**src/sv/spq_pkg.sv**
```systemverilog
package spq_pkg;

    localparam int TAG_W    = 16;
    localparam int KEY_W    = 16;
    localparam int STATUS_W = 2;
    localparam int OCC_W    = 5;

    typedef enum logic [0:0] {
        OP_ENQ = 1'b0,
        OP_DEQ = 1'b1
    } spq_op_t;

    typedef enum logic [STATUS_W-1:0] {
        ST_OK    = 2'd0,
        ST_EMPTY = 2'd1,
        ST_FULL  = 2'd2
    } spq_status_t;

    // Broadcast from the top level to every cell
    typedef struct packed {
        logic             enq;
        logic             deq;
        logic [TAG_W-1:0] new_tag;
        logic [KEY_W-1:0] new_key;
    } spq_ctrl_t;

endpackage

```
**src/sv/spq_req_if.sv**
```systemverilog
interface spq_req_if
    import spq_pkg::*;
();
    logic             valid;
    logic             ready;
    logic [0:0]       op;
    logic [TAG_W-1:0] job_tag;
    logic [KEY_W-1:0] page_count;

    modport source (output valid, output op, output job_tag, output page_count, input ready);
    modport sink   (input valid, input op, input job_tag, input page_count, output ready);
endinterface

```
**src/sv/spq_rsp_if.sv**
```systemverilog
interface spq_rsp_if
    import spq_pkg::*;
();
    logic                valid;
    logic                ready;
    logic [STATUS_W-1:0] status;
    logic [TAG_W-1:0]    out_tag;
    logic [KEY_W-1:0]    out_pages;
    logic [OCC_W-1:0]    occupancy;
    logic                is_empty;

    modport source (output valid, output status, output out_tag, output out_pages,
                    output occupancy, output is_empty, input ready);
    modport sink   (input valid, input status, input out_tag, input out_pages,
                    input occupancy, input is_empty, output ready);
endinterface

```
**src/sv/spq_cell.sv**
```systemverilog
module spq_cell
    import spq_pkg::*;
(
    input  logic             clk,
    input  spq_ctrl_t        ctrl,
    input  logic             occupied,
    input  logic             left_gt,
    input  logic [TAG_W-1:0] left_tag,
    input  logic [KEY_W-1:0] left_key,
    input  logic [TAG_W-1:0] right_tag,
    input  logic [KEY_W-1:0] right_key,
    output logic             gt,
    output logic [TAG_W-1:0] tag,
    output logic [KEY_W-1:0] key
);

    logic [TAG_W-1:0] tag_reg;
    logic [KEY_W-1:0] key_reg;
    logic [TAG_W-1:0] tag_next;
    logic [KEY_W-1:0] key_next;

    // An empty cell or a larger key yields its place to the new job
    assign gt  = !occupied || (key_reg > ctrl.new_key);
    assign tag = tag_reg;
    assign key = key_reg;

    // Choose: hold, take the new job, shift in from the left, or shift in from the right
    always_comb
    begin
        tag_next = tag_reg;
        key_next = key_reg;
        if (ctrl.enq && gt)
        begin
            if (left_gt)
            begin
                tag_next = left_tag;
                key_next = left_key;
            end
            else
            begin
                tag_next = ctrl.new_tag;
                key_next = ctrl.new_key;
            end
        end
        else if (ctrl.deq)
        begin
            tag_next = right_tag;
            key_next = right_key;
        end
    end

    always_ff @(posedge clk)
    begin
        tag_reg <= tag_next;
        key_reg <= key_next;
    end

endmodule

```
**src/sv/sorted_priority_queue_top.sv**
```systemverilog
// Sorted priority queue of up to DEPTH jobs, ordered by ascending page count with
// ties leaving first in, first out. Each transfer on req (op 0 enqueue, 1 dequeue)
// produces exactly one transfer on rsp carrying status, the dequeued job (zero
// otherwise), and the occupancy after the operation. The jobs sit in a row of
// cells that all compare against the incoming key at once and shift left or right
// together, so one operation completes per clock cycle while rsp is not stalled; the
// result appears in an output register in the cycle after its request transfer, and req stays ready while
// that register is empty or being drained. Enqueue on a full queue is dropped with
// status full; dequeue on an empty queue returns status empty.
module sorted_priority_queue_top
    import spq_pkg::*;
#(
    parameter int DEPTH = 16
)
(
    input  logic clk,
    input  logic rst_n,
    spq_req_if.sink   req,
    spq_rsp_if.source rsp
);

    localparam int CNT_W = $clog2(DEPTH + 1);

    logic [CNT_W-1:0] count_reg;
    logic [CNT_W-1:0] count_next;

    logic                rsp_valid_reg;
    logic [STATUS_W-1:0] status_reg;
    logic [TAG_W-1:0]    out_tag_reg;
    logic [KEY_W-1:0]    out_pages_reg;
    logic [OCC_W-1:0]    occupancy_reg;
    logic                is_empty_reg;

    logic                fire;
    logic                full;
    logic                empty;
    spq_ctrl_t           ctrl;
    logic [STATUS_W-1:0] status_new;

    logic [DEPTH-1:0]             cell_gt;
    logic [DEPTH-1:0][TAG_W-1:0]  cell_tag;
    logic [DEPTH-1:0][KEY_W-1:0]  cell_key;

    assign req.ready = !rsp_valid_reg || rsp.ready;
    assign fire      = req.valid && req.ready;
    assign full      = (count_reg == CNT_W'(DEPTH));
    assign empty     = (count_reg == '0);

    // Decode the operation and the count after it
    always_comb
    begin
        ctrl.enq     = fire && (req.op == OP_ENQ) && !full;
        ctrl.deq     = fire && (req.op == OP_DEQ) && !empty;
        ctrl.new_tag = req.job_tag;
        ctrl.new_key = req.page_count;
        count_next   = count_reg;
        status_new   = ST_OK;
        if (ctrl.enq)
        begin
            count_next = count_reg + 1'b1;
        end
        else if (ctrl.deq)
        begin
            count_next = count_reg - 1'b1;
        end
        if (req.op == OP_ENQ && full)
        begin
            status_new = ST_FULL;
        end
        else if (req.op == OP_DEQ && empty)
        begin
            status_new = ST_EMPTY;
        end
    end

    // Row of cells, head at index zero
    for (genvar i = 0; i < DEPTH; i++)
    begin : g_cell
        logic             occupied;
        logic             left_gt;
        logic [TAG_W-1:0] left_tag;
        logic [KEY_W-1:0] left_key;
        logic [TAG_W-1:0] right_tag;
        logic [KEY_W-1:0] right_key;

        assign occupied = (count_reg > CNT_W'(i));

        if (i == 0)
        begin : g_head
            assign left_gt  = 1'b0;
            assign left_tag = cell_tag[i];
            assign left_key = cell_key[i];
        end
        else
        begin : g_body
            assign left_gt  = cell_gt[i-1];
            assign left_tag = cell_tag[i-1];
            assign left_key = cell_key[i-1];
        end

        if (i == DEPTH - 1)
        begin : g_tail
            assign right_tag = cell_tag[i];
            assign right_key = cell_key[i];
        end
        else
        begin : g_inner
            assign right_tag = cell_tag[i+1];
            assign right_key = cell_key[i+1];
        end

        spq_cell u_cell (
            .clk       (clk),
            .ctrl      (ctrl),
            .occupied  (occupied),
            .left_gt   (left_gt),
            .left_tag  (left_tag),
            .left_key  (left_key),
            .right_tag (right_tag),
            .right_key (right_key),
            .gt        (cell_gt[i]),
            .tag       (cell_tag[i]),
            .key       (cell_key[i])
        );
    end

    // Hold the occupancy count
    always_ff @(posedge clk or negedge rst_n)
    begin
        if (!rst_n)
        begin
            count_reg <= '0;
        end
        else
        begin
            count_reg <= count_next;
        end
    end

    // Hold the result until the sink takes it
    always_ff @(posedge clk or negedge rst_n)
    begin
        if (!rst_n)
        begin
            rsp_valid_reg <= 1'b0;
        end
        else if (fire)
        begin
            rsp_valid_reg <= 1'b1;
        end
        else if (rsp.ready)
        begin
            rsp_valid_reg <= 1'b0;
        end
    end

    always_ff @(posedge clk)
    begin
        if (fire)
        begin
            status_reg    <= status_new;
            out_tag_reg   <= ctrl.deq ? cell_tag[0] : '0;
            out_pages_reg <= ctrl.deq ? cell_key[0] : '0;
            occupancy_reg <= OCC_W'(count_next);
            is_empty_reg  <= (count_next == '0);
        end
    end

    assign rsp.valid     = rsp_valid_reg;
    assign rsp.status    = status_reg;
    assign rsp.out_tag   = out_tag_reg;
    assign rsp.out_pages = out_pages_reg;
    assign rsp.occupancy = occupancy_reg;
    assign rsp.is_empty  = is_empty_reg;

endmodule

```
**src/flat_wrapper.sv**
```systemverilog
// flat-port wrapper written by rule: the top's interface ports become plain ports
module sorted_priority_queue_top_flat import spq_pkg::*;
#(
    parameter int DEPTH = 16
)
  (clk, rst_n, req_valid, req_op, req_job_tag, req_page_count, req_ready, rsp_valid, rsp_status, rsp_out_tag, rsp_out_pages, rsp_occupancy, rsp_is_empty, rsp_ready);
  spq_req_if req_i ();
  spq_rsp_if rsp_i ();
  input  logic clk;
  input  logic rst_n;
  input wire logic [$bits(req_i.valid)-1:0] req_valid;
  input wire logic [$bits(req_i.op)-1:0] req_op;
  input wire logic [$bits(req_i.job_tag)-1:0] req_job_tag;
  input wire logic [$bits(req_i.page_count)-1:0] req_page_count;
  output wire logic [$bits(req_i.ready)-1:0] req_ready;
  output wire logic [$bits(rsp_i.valid)-1:0] rsp_valid;
  output wire logic [$bits(rsp_i.status)-1:0] rsp_status;
  output wire logic [$bits(rsp_i.out_tag)-1:0] rsp_out_tag;
  output wire logic [$bits(rsp_i.out_pages)-1:0] rsp_out_pages;
  output wire logic [$bits(rsp_i.occupancy)-1:0] rsp_occupancy;
  output wire logic [$bits(rsp_i.is_empty)-1:0] rsp_is_empty;
  input wire logic [$bits(rsp_i.ready)-1:0] rsp_ready;
  assign req_i.valid = req_valid;
  assign req_i.op = req_op;
  assign req_i.job_tag = req_job_tag;
  assign req_i.page_count = req_page_count;
  assign req_ready = req_i.ready;
  assign rsp_valid = rsp_i.valid;
  assign rsp_status = rsp_i.status;
  assign rsp_out_tag = rsp_i.out_tag;
  assign rsp_out_pages = rsp_i.out_pages;
  assign rsp_occupancy = rsp_i.occupancy;
  assign rsp_is_empty = rsp_i.is_empty;
  assign rsp_i.ready = rsp_ready;
  sorted_priority_queue_top #(.DEPTH(DEPTH)) u_core (.clk(clk), .rst_n(rst_n), .req(req_i), .rsp(rsp_i));
endmodule
```
**config.mk**
```make
export PLATFORM = sky130hd
export DESIGN_NAME = sorted_priority_queue_top_flat
export DESIGN_NICKNAME = d
export VERILOG_FILES = /design/src/sv/spq_pkg.sv /design/src/sv/spq_req_if.sv /design/src/sv/spq_rsp_if.sv /design/src/sv/spq_cell.sv /design/src/sv/sorted_priority_queue_top.sv /design/src/flat_wrapper.sv
export SDC_FILE = /design/constraint.sdc
export NUM_CORES = 1
export LEC_CHECK = 0
export BUFFER_PORTS_ARGS = -buffer_cell sky130_fd_sc_hd__buf_2
export CAP_MARGIN = 20
export CORE_MARGIN = 2
export CORE_UTILIZATION = 50
export DETAILED_ROUTE_END_ITERATION = 8
export GPL_TIMING_DRIVEN = 0
export PLACE_DENSITY = 0.66
export SLEW_MARGIN = 20
export SYNTH_ARGS = -nofsm -noshare
export SYNTH_HDL_FRONTEND = slang
export SYNTH_SLANG_ARGS = --single-unit
```
**constraint.sdc**
```tcl
create_clock -name clk -period 10.4 [get_ports clk]
set_input_delay 1.56 -clock clk [delete_from_list [all_inputs] [get_ports clk]]
set_output_delay 1.56 -clock clk [all_outputs]
set_load 0.02 [all_outputs]
```
## After elaboration in Yosys (flattened, before gate mapping)

Cells that the tools add are included.
Widths: inputs -> output; s select.

| word-level totals | value |
|---|---|
| bits in registers | 558 |
| latch bits | 0 |
| bits in writable memories | 0 |
| bits in read-only memories | 0 |
| output and inout bits | 42 |
| logic and storage cells | 247 |
| memories kept | 0 |

| operators by class | value |
|---|---|
| $add $sub $neg | 2 |
| multipliers | 0 |
| divide/modulo/power cells | 0 |
| order comparisons | 32 |
| eq/ne operators | 1 |
| shift-type cells | 0 |
| mux-type cells | 95 |
| bitwise gates (word level) | 1 |
| reductions and logical operators | 77 |

Operators by type and width:

| kind | number |
|---|---|
| $mux 16 | 90 |
| $gt 16x16->1 | 16 |
| $gt 5x4->1 const B | 8 |
| $reduce_bool 2->1 | 16 |
| $logic_and 1x1->1 | 23 |
| $gt 5x3->1 const B | 4 |
| $logic_not 1->1 | 19 |
| $logic_or 1x1->1 | 17 |
| $gt 5x1->1 const B | 2 |
| $gt 5x2->1 const B | 2 |
| $logic_not 5->1 | 2 |
| $mux 5 | 2 |
| $add 5x1->5 const B | 1 |
| $eq 5x5->1 const B | 1 |
| $sub 5x1->5 const B | 1 |
| $mux 1 | 3 |
| $not 1->1 | 1 |

## Longest topological paths before layout

| depth | value |
|---|---|
| depth in word-level cells | 8 |
| gate-level depth with buffers | 13 |
| mapped depth without buffers | 9 |

## Modules after synthesis

From an unflattened synthesis, not the netlist that was laid out.

| second synthesis, totals | value |
|---|---|
| cells, all modules | 3453 |
| area, all modules | 40857.9 µm² |

By module, submodules not included:

| module | instances | cells each | area an instance (µm²) |
|---|---|---|---|
| spq_cell at u_core.g_cell[0].u_cell ... | 14 | 184 | 2297.2 |
| spq_cell at u_core.g_cell[8].u_cell ... | 2 | 361 | 3300.7 |
| sorted_priority_queue_top | 1 | 155 | 2095.8 |

## Least setup slack after synthesis

OpenSTA, ideal clock, no wires.

| path | value |
|---|---|
| kind | input-to-reg |
| start | input rsp_ready |
| end | register u_core.g_cell[15].u_cell.key_reg[0], enable pin |
| setup time | 480 ps |
| data arrival time | 5716 ps |
| path slack | 4204 ps |
| stages | 6 |
| path buffers | 1 |
| path through | nand2b_1 > nand2_1 > inv_1 > nand2_1 > clkbuf_1 > a311oi_1 |

| on the way | value |
|---|---|
| word-level cells in the longest chain between the ends | 5 |

Ends and longest elaborated chain:

| item | line | text |
|---|---|---|
| from (decl) | flat_wrapper.sv:22 | `input wire logic [$bits(rsp_i.ready)-1:0] rsp_ready;` |
| $logic_or 1x1->1 | sorted_priority_queue_top.sv:44 | `assign req.ready = !rsp_valid_reg \|\| rsp.ready;` |
| $logic_and 1x1->1 | sorted_priority_queue_top.sv:45 | `assign fire = req.valid && req.ready;` |
| named net u_core.fire | sorted_priority_queue_top.sv:34 | `logic fire;` |
| $logic_and 1x1->1 (2 in series) | sorted_priority_queue_top.sv:52 | `ctrl.enq = fire && (req.op == OP_ENQ) && !full;` |
| $logic_and 1x1->1 | spq_cell.sv:32 | `if (ctrl.enq && gt)` |
| to (signal assigned) | spq_cell.sv:55 | `key_reg <= key_next;` |
| to (decl) | spq_cell.sv:18 | `logic [KEY_W-1:0] key_reg;` |

The timed path passes the listed nets, and every way through them passes these cells.
A chain may end at the register's enable or synchronous reset.

## Worst setup path after layout

| path | value |
|---|---|
| start | input req_page_count[11] |
| end | register u_core.g_cell[14].u_cell.key_reg[13], enable pin |

| on the way | value |
|---|---|
| word-level cells in the longest chain between the ends | 4 |

Ends and longest elaborated chain:

| item | line | text |
|---|---|---|
| from (decl) | flat_wrapper.sv:14 | `input wire logic [$bits(req_i.page_count)-1:0] req_page_count;` |
| $gt 16x16->1 | spq_cell.sv:23 | `assign gt = !occupied \|\| (key_reg > ctrl.new_key);` |
| $logic_or 1x1->1 | spq_cell.sv:23 |  |
| $logic_and 1x1->1 | spq_cell.sv:32 |  |
| $reduce_bool 2->1 (no source line) | - |  |
| to (signal assigned) | spq_cell.sv:55 |  |
| to (decl) | spq_cell.sv:18 |  |

No other way between the ends.

==> results.toml <==
[run_status]
status = "finished clean"

[global_routing]
antenna_found_initial = 3
grt_remaining_overflow = 0
grt_pass1_wl_mm = 148.6
grt_max_degree = 33
track_usage = 0.2823
grt_pass1_vias = 26600

[power_and_ir_drop]
leakage_nw = 14.83
pwr-share-clk = 0.265
swShare = 0.3557
power_density_mw_per_mm2 = 207.6
ir_drop_v = 0.0001521
power_switching_w = 0.002720
power.internal_w = 0.004927
p_comb_frac = 0.325
seq_power_share = 0.410

[synth]
ys_seq_elements = 558
yosysWarningCount = 0
syn-num-nets = 3424
synth_edf_count = 552
synth_top_area_frac = 0.4973
syn_area_per_cell_sq_um = 10.67
netlist_area_sq_mm = 0.03333
synthArstFlopShare = 0.01075
synthTopCellsByArea = "edfxtp_1, mux2i_1, ha_1"
synth_cell_type_count = 68
syn-instance-count = 3125
synth-seq-area-share = 0.5018
ys.flop_type = "edfxtp_1"
yosysTopAreaCell = "edfxtp_1"

[clocking]
clk_pin_slew_worst_paths_ns = 0.06
hold_buffers = 0
clk_latency_ns = 0.66
post_cts_buffers = 0
clkSinkCount = 558
htree_levels = 2
post_cts_resized = 0
cts_buffers = 60
cts_tree = "built"
cts_buffer_depth = 3
cts_root_buffer = "clkbuf_16"

[placement]
dp_cells = 4074
gp_congestion = 0.9308
io_buffers = 78
dp_hpwl_mm = 77.39

[sta]
max_clock_freq_mhz = 187.4
slew_viol_final = 0
worstMarginPinSlew_ns = 1.069
clock_skew_ns = 0.03092
setup_tns_ns = 0
period_minus_slack_ns = 5.335
finalCritPeriodShare = 0.5130
relSlewSlack = 0.2866
hold_violations = 0
rsz0062_at_grt = "false"
setup_viol = 0

[floorplan]
dieArea_sq_mm = 0.06875
initial_core_util = 0.5061
die_h_um = 262.2
std_cell_rows = 94
core_area_sq_mm = 0.06586
pin_count = 79
die-width_um = 262.2

[finish]
final_cell_mix = "edfxtp_1, a21oi_1, nand2_1"
layout.cells.non_filler = 4185
nNetsFinal = 3571
antenna_cells = 0
register_area_sq_mm = 0.01673
syn2layout_area_growth_pct = 10.53
final_common_cell = "edfxtp_1"
nFillCells = 5748
multi_input_area_sq_mm = 0.01556
drive_above_1_share = 0.09907

[route]
drt_iter0_drc = 2405
wirelength_mm = 98.14
wl_per_cell_um = 23.45
antenna_left = 0
post-route-drc-count = 0
vias = 25940
drt_pass1_iterations = 7
avgViaCountPerCell = 6.199

[critical_path]
cp_max_fo = 32
critical-path-top-delay-family = "buffers and inverters"
worstReg2RegEnd = "u_core.g_cell[1].u_cell.key[6]"
cp.required_ns = 10.58
slowest_delay_ns = 0.80
cp-end-kind = "register"
start_kind = "primary input"
slowest_stage = "inv_1"
cp_cell_sequence = "buf_2 -> inv_1 -> ha_1 -> a21oi_1 -> o21ai_0 -> a221oi_1 -> a31oi_1 -> o21ai_1 -> clkbuf_1 -> clkbuf_1 -> nand2_2"
arrival_ns = 5.52
r2r_slack_ns = 6.24
critPathLaunch = "req_page_count[11]"
cpMostUsedCell = "clkbuf_1"
r2r_cells = 12
crit_buf_inv = 4
crit_type = "in -> reg"
reg2reg_from = "u_core.count_reg[0]"

[flow_run]
max_cap_violations = 0

[min_path]
hp-start = "u_core.g_cell[15].u_cell.tag[0]"
whs_endpoint = "u_core.g_cell[14].u_cell.tag[0]"
hold_depth = 2
min_path_type = "reg -> reg"
## power by group through the flow
stage | clock network (W) | logic, W | registers, W
2_1_floorplan | 0 | 0.00175 | 0.00310
3_3_place_gp | 0 | 0.00230 | 0.00318
3_5_place_dp | 0 | 0.00243 | 0.00317
4_1_cts | 0.00205 | 0.00244 | 0.00312
5_1_grt | 0.00213 | 0.00271 | 0.00316
6_report | 0.00203 | 0.00249 | 0.00313
## cell families after synthesis
kind of cell | synth area share
and+or+nand+nor | 0.1114
AOI/OAI and AO/OA | 0.1307
DFF | 0.5018
muxes | 0.1228
adders and majority gates | 0.09835
buffers and inverters | 0.03393
xor gates and xnor gates | 0.001051
## synthesized netlist by cell type (5+ instances only)
cell type / count
dfrtp_1: 6
buf_2: 60
or2_2: 9
and3_1: 5
buf_4: 13
nand4_1: 46
inv_1: 41
mux2i_1: 338
nor4_1: 12
nor2_1: 258
clkbuf_1: 124
nor3_1: 22
and2_1: 42
nand3_1: 16
o21ai_0: 189
and4_1: 7
or3_1: 8
buf_6: 9
nand2_1: 386
mux2_2: 52
mux2_1: 11
nor2b_1: 17
a211oi_1: 9
o21a_1: 7
o211ai_1: 11
ha_1: 262
edfxtp_1: 552
a21boi_0: 5
a31oi_1: 68
o21ai_1: 15
a21o_1: 18
a21oi_1: 447
## cell type report
type	instances	area share
sequential	558	0.4540
multi-input combinational	2317	0.4223
clock buffer	85	0.04330
tap	864	0.02934
buffer	209	0.02659
timing repair buffer	85	0.01484
clock inverter	26	0.005502
inverter	41	0.004177
## through the flow
step                      worst slack, ns  total power (W)  hold slack, ns  utilization  instance area, sq um
after global placement              1.944         0.005474          0.5107       0.5284                 34800
after detailed placement            4.423         0.005598          0.5197       0.5321                 35040
after floorplan                     4.204         0.004852          0.4963            -                 33330
after CTS                           5.113         0.007613          0.5394       0.5594                 36840
after global routing                4.783         0.007996          0.5641       0.5594                 36840
final                               5.065         0.007647          0.5424       0.5594                 36840
## tightest hold or removal path, stage by stage, from the launching register on
cell	delay (ns)
edfxtp_1	0.33
nand2_1	0.05
o21ai_0	0.06
## how the worst max path moves through the flow
| stage | endpoint | cells after the start |
|---|---|---|
| finish | u_core.g_cell[14].u_cell.key[13] | 11 |
| detailed placement | u_core.g_cell[14].u_cell.key[7] | 11 |
| floorplan | u_core.g_cell[15].u_cell.key[0] | 6 |
| global placement | u_core.g_cell[15].u_cell.tag[11] | 7 |
| global route | u_core.g_cell[14].u_cell.key[7] | 11 |
| CTS | u_core.g_cell[14].u_cell.key[2] | 11 |
## metal layers
layer	routed length, um	up-vias	track usage
li1	-	11950	-
met1	41680	12710	0.3802
met5	37	-	0
met4	3561	6	0.1051
met3	6981	202	0.03684
met2	45880	1072	0.4671
Note: power is estimated with default switching activity, not from simulation.
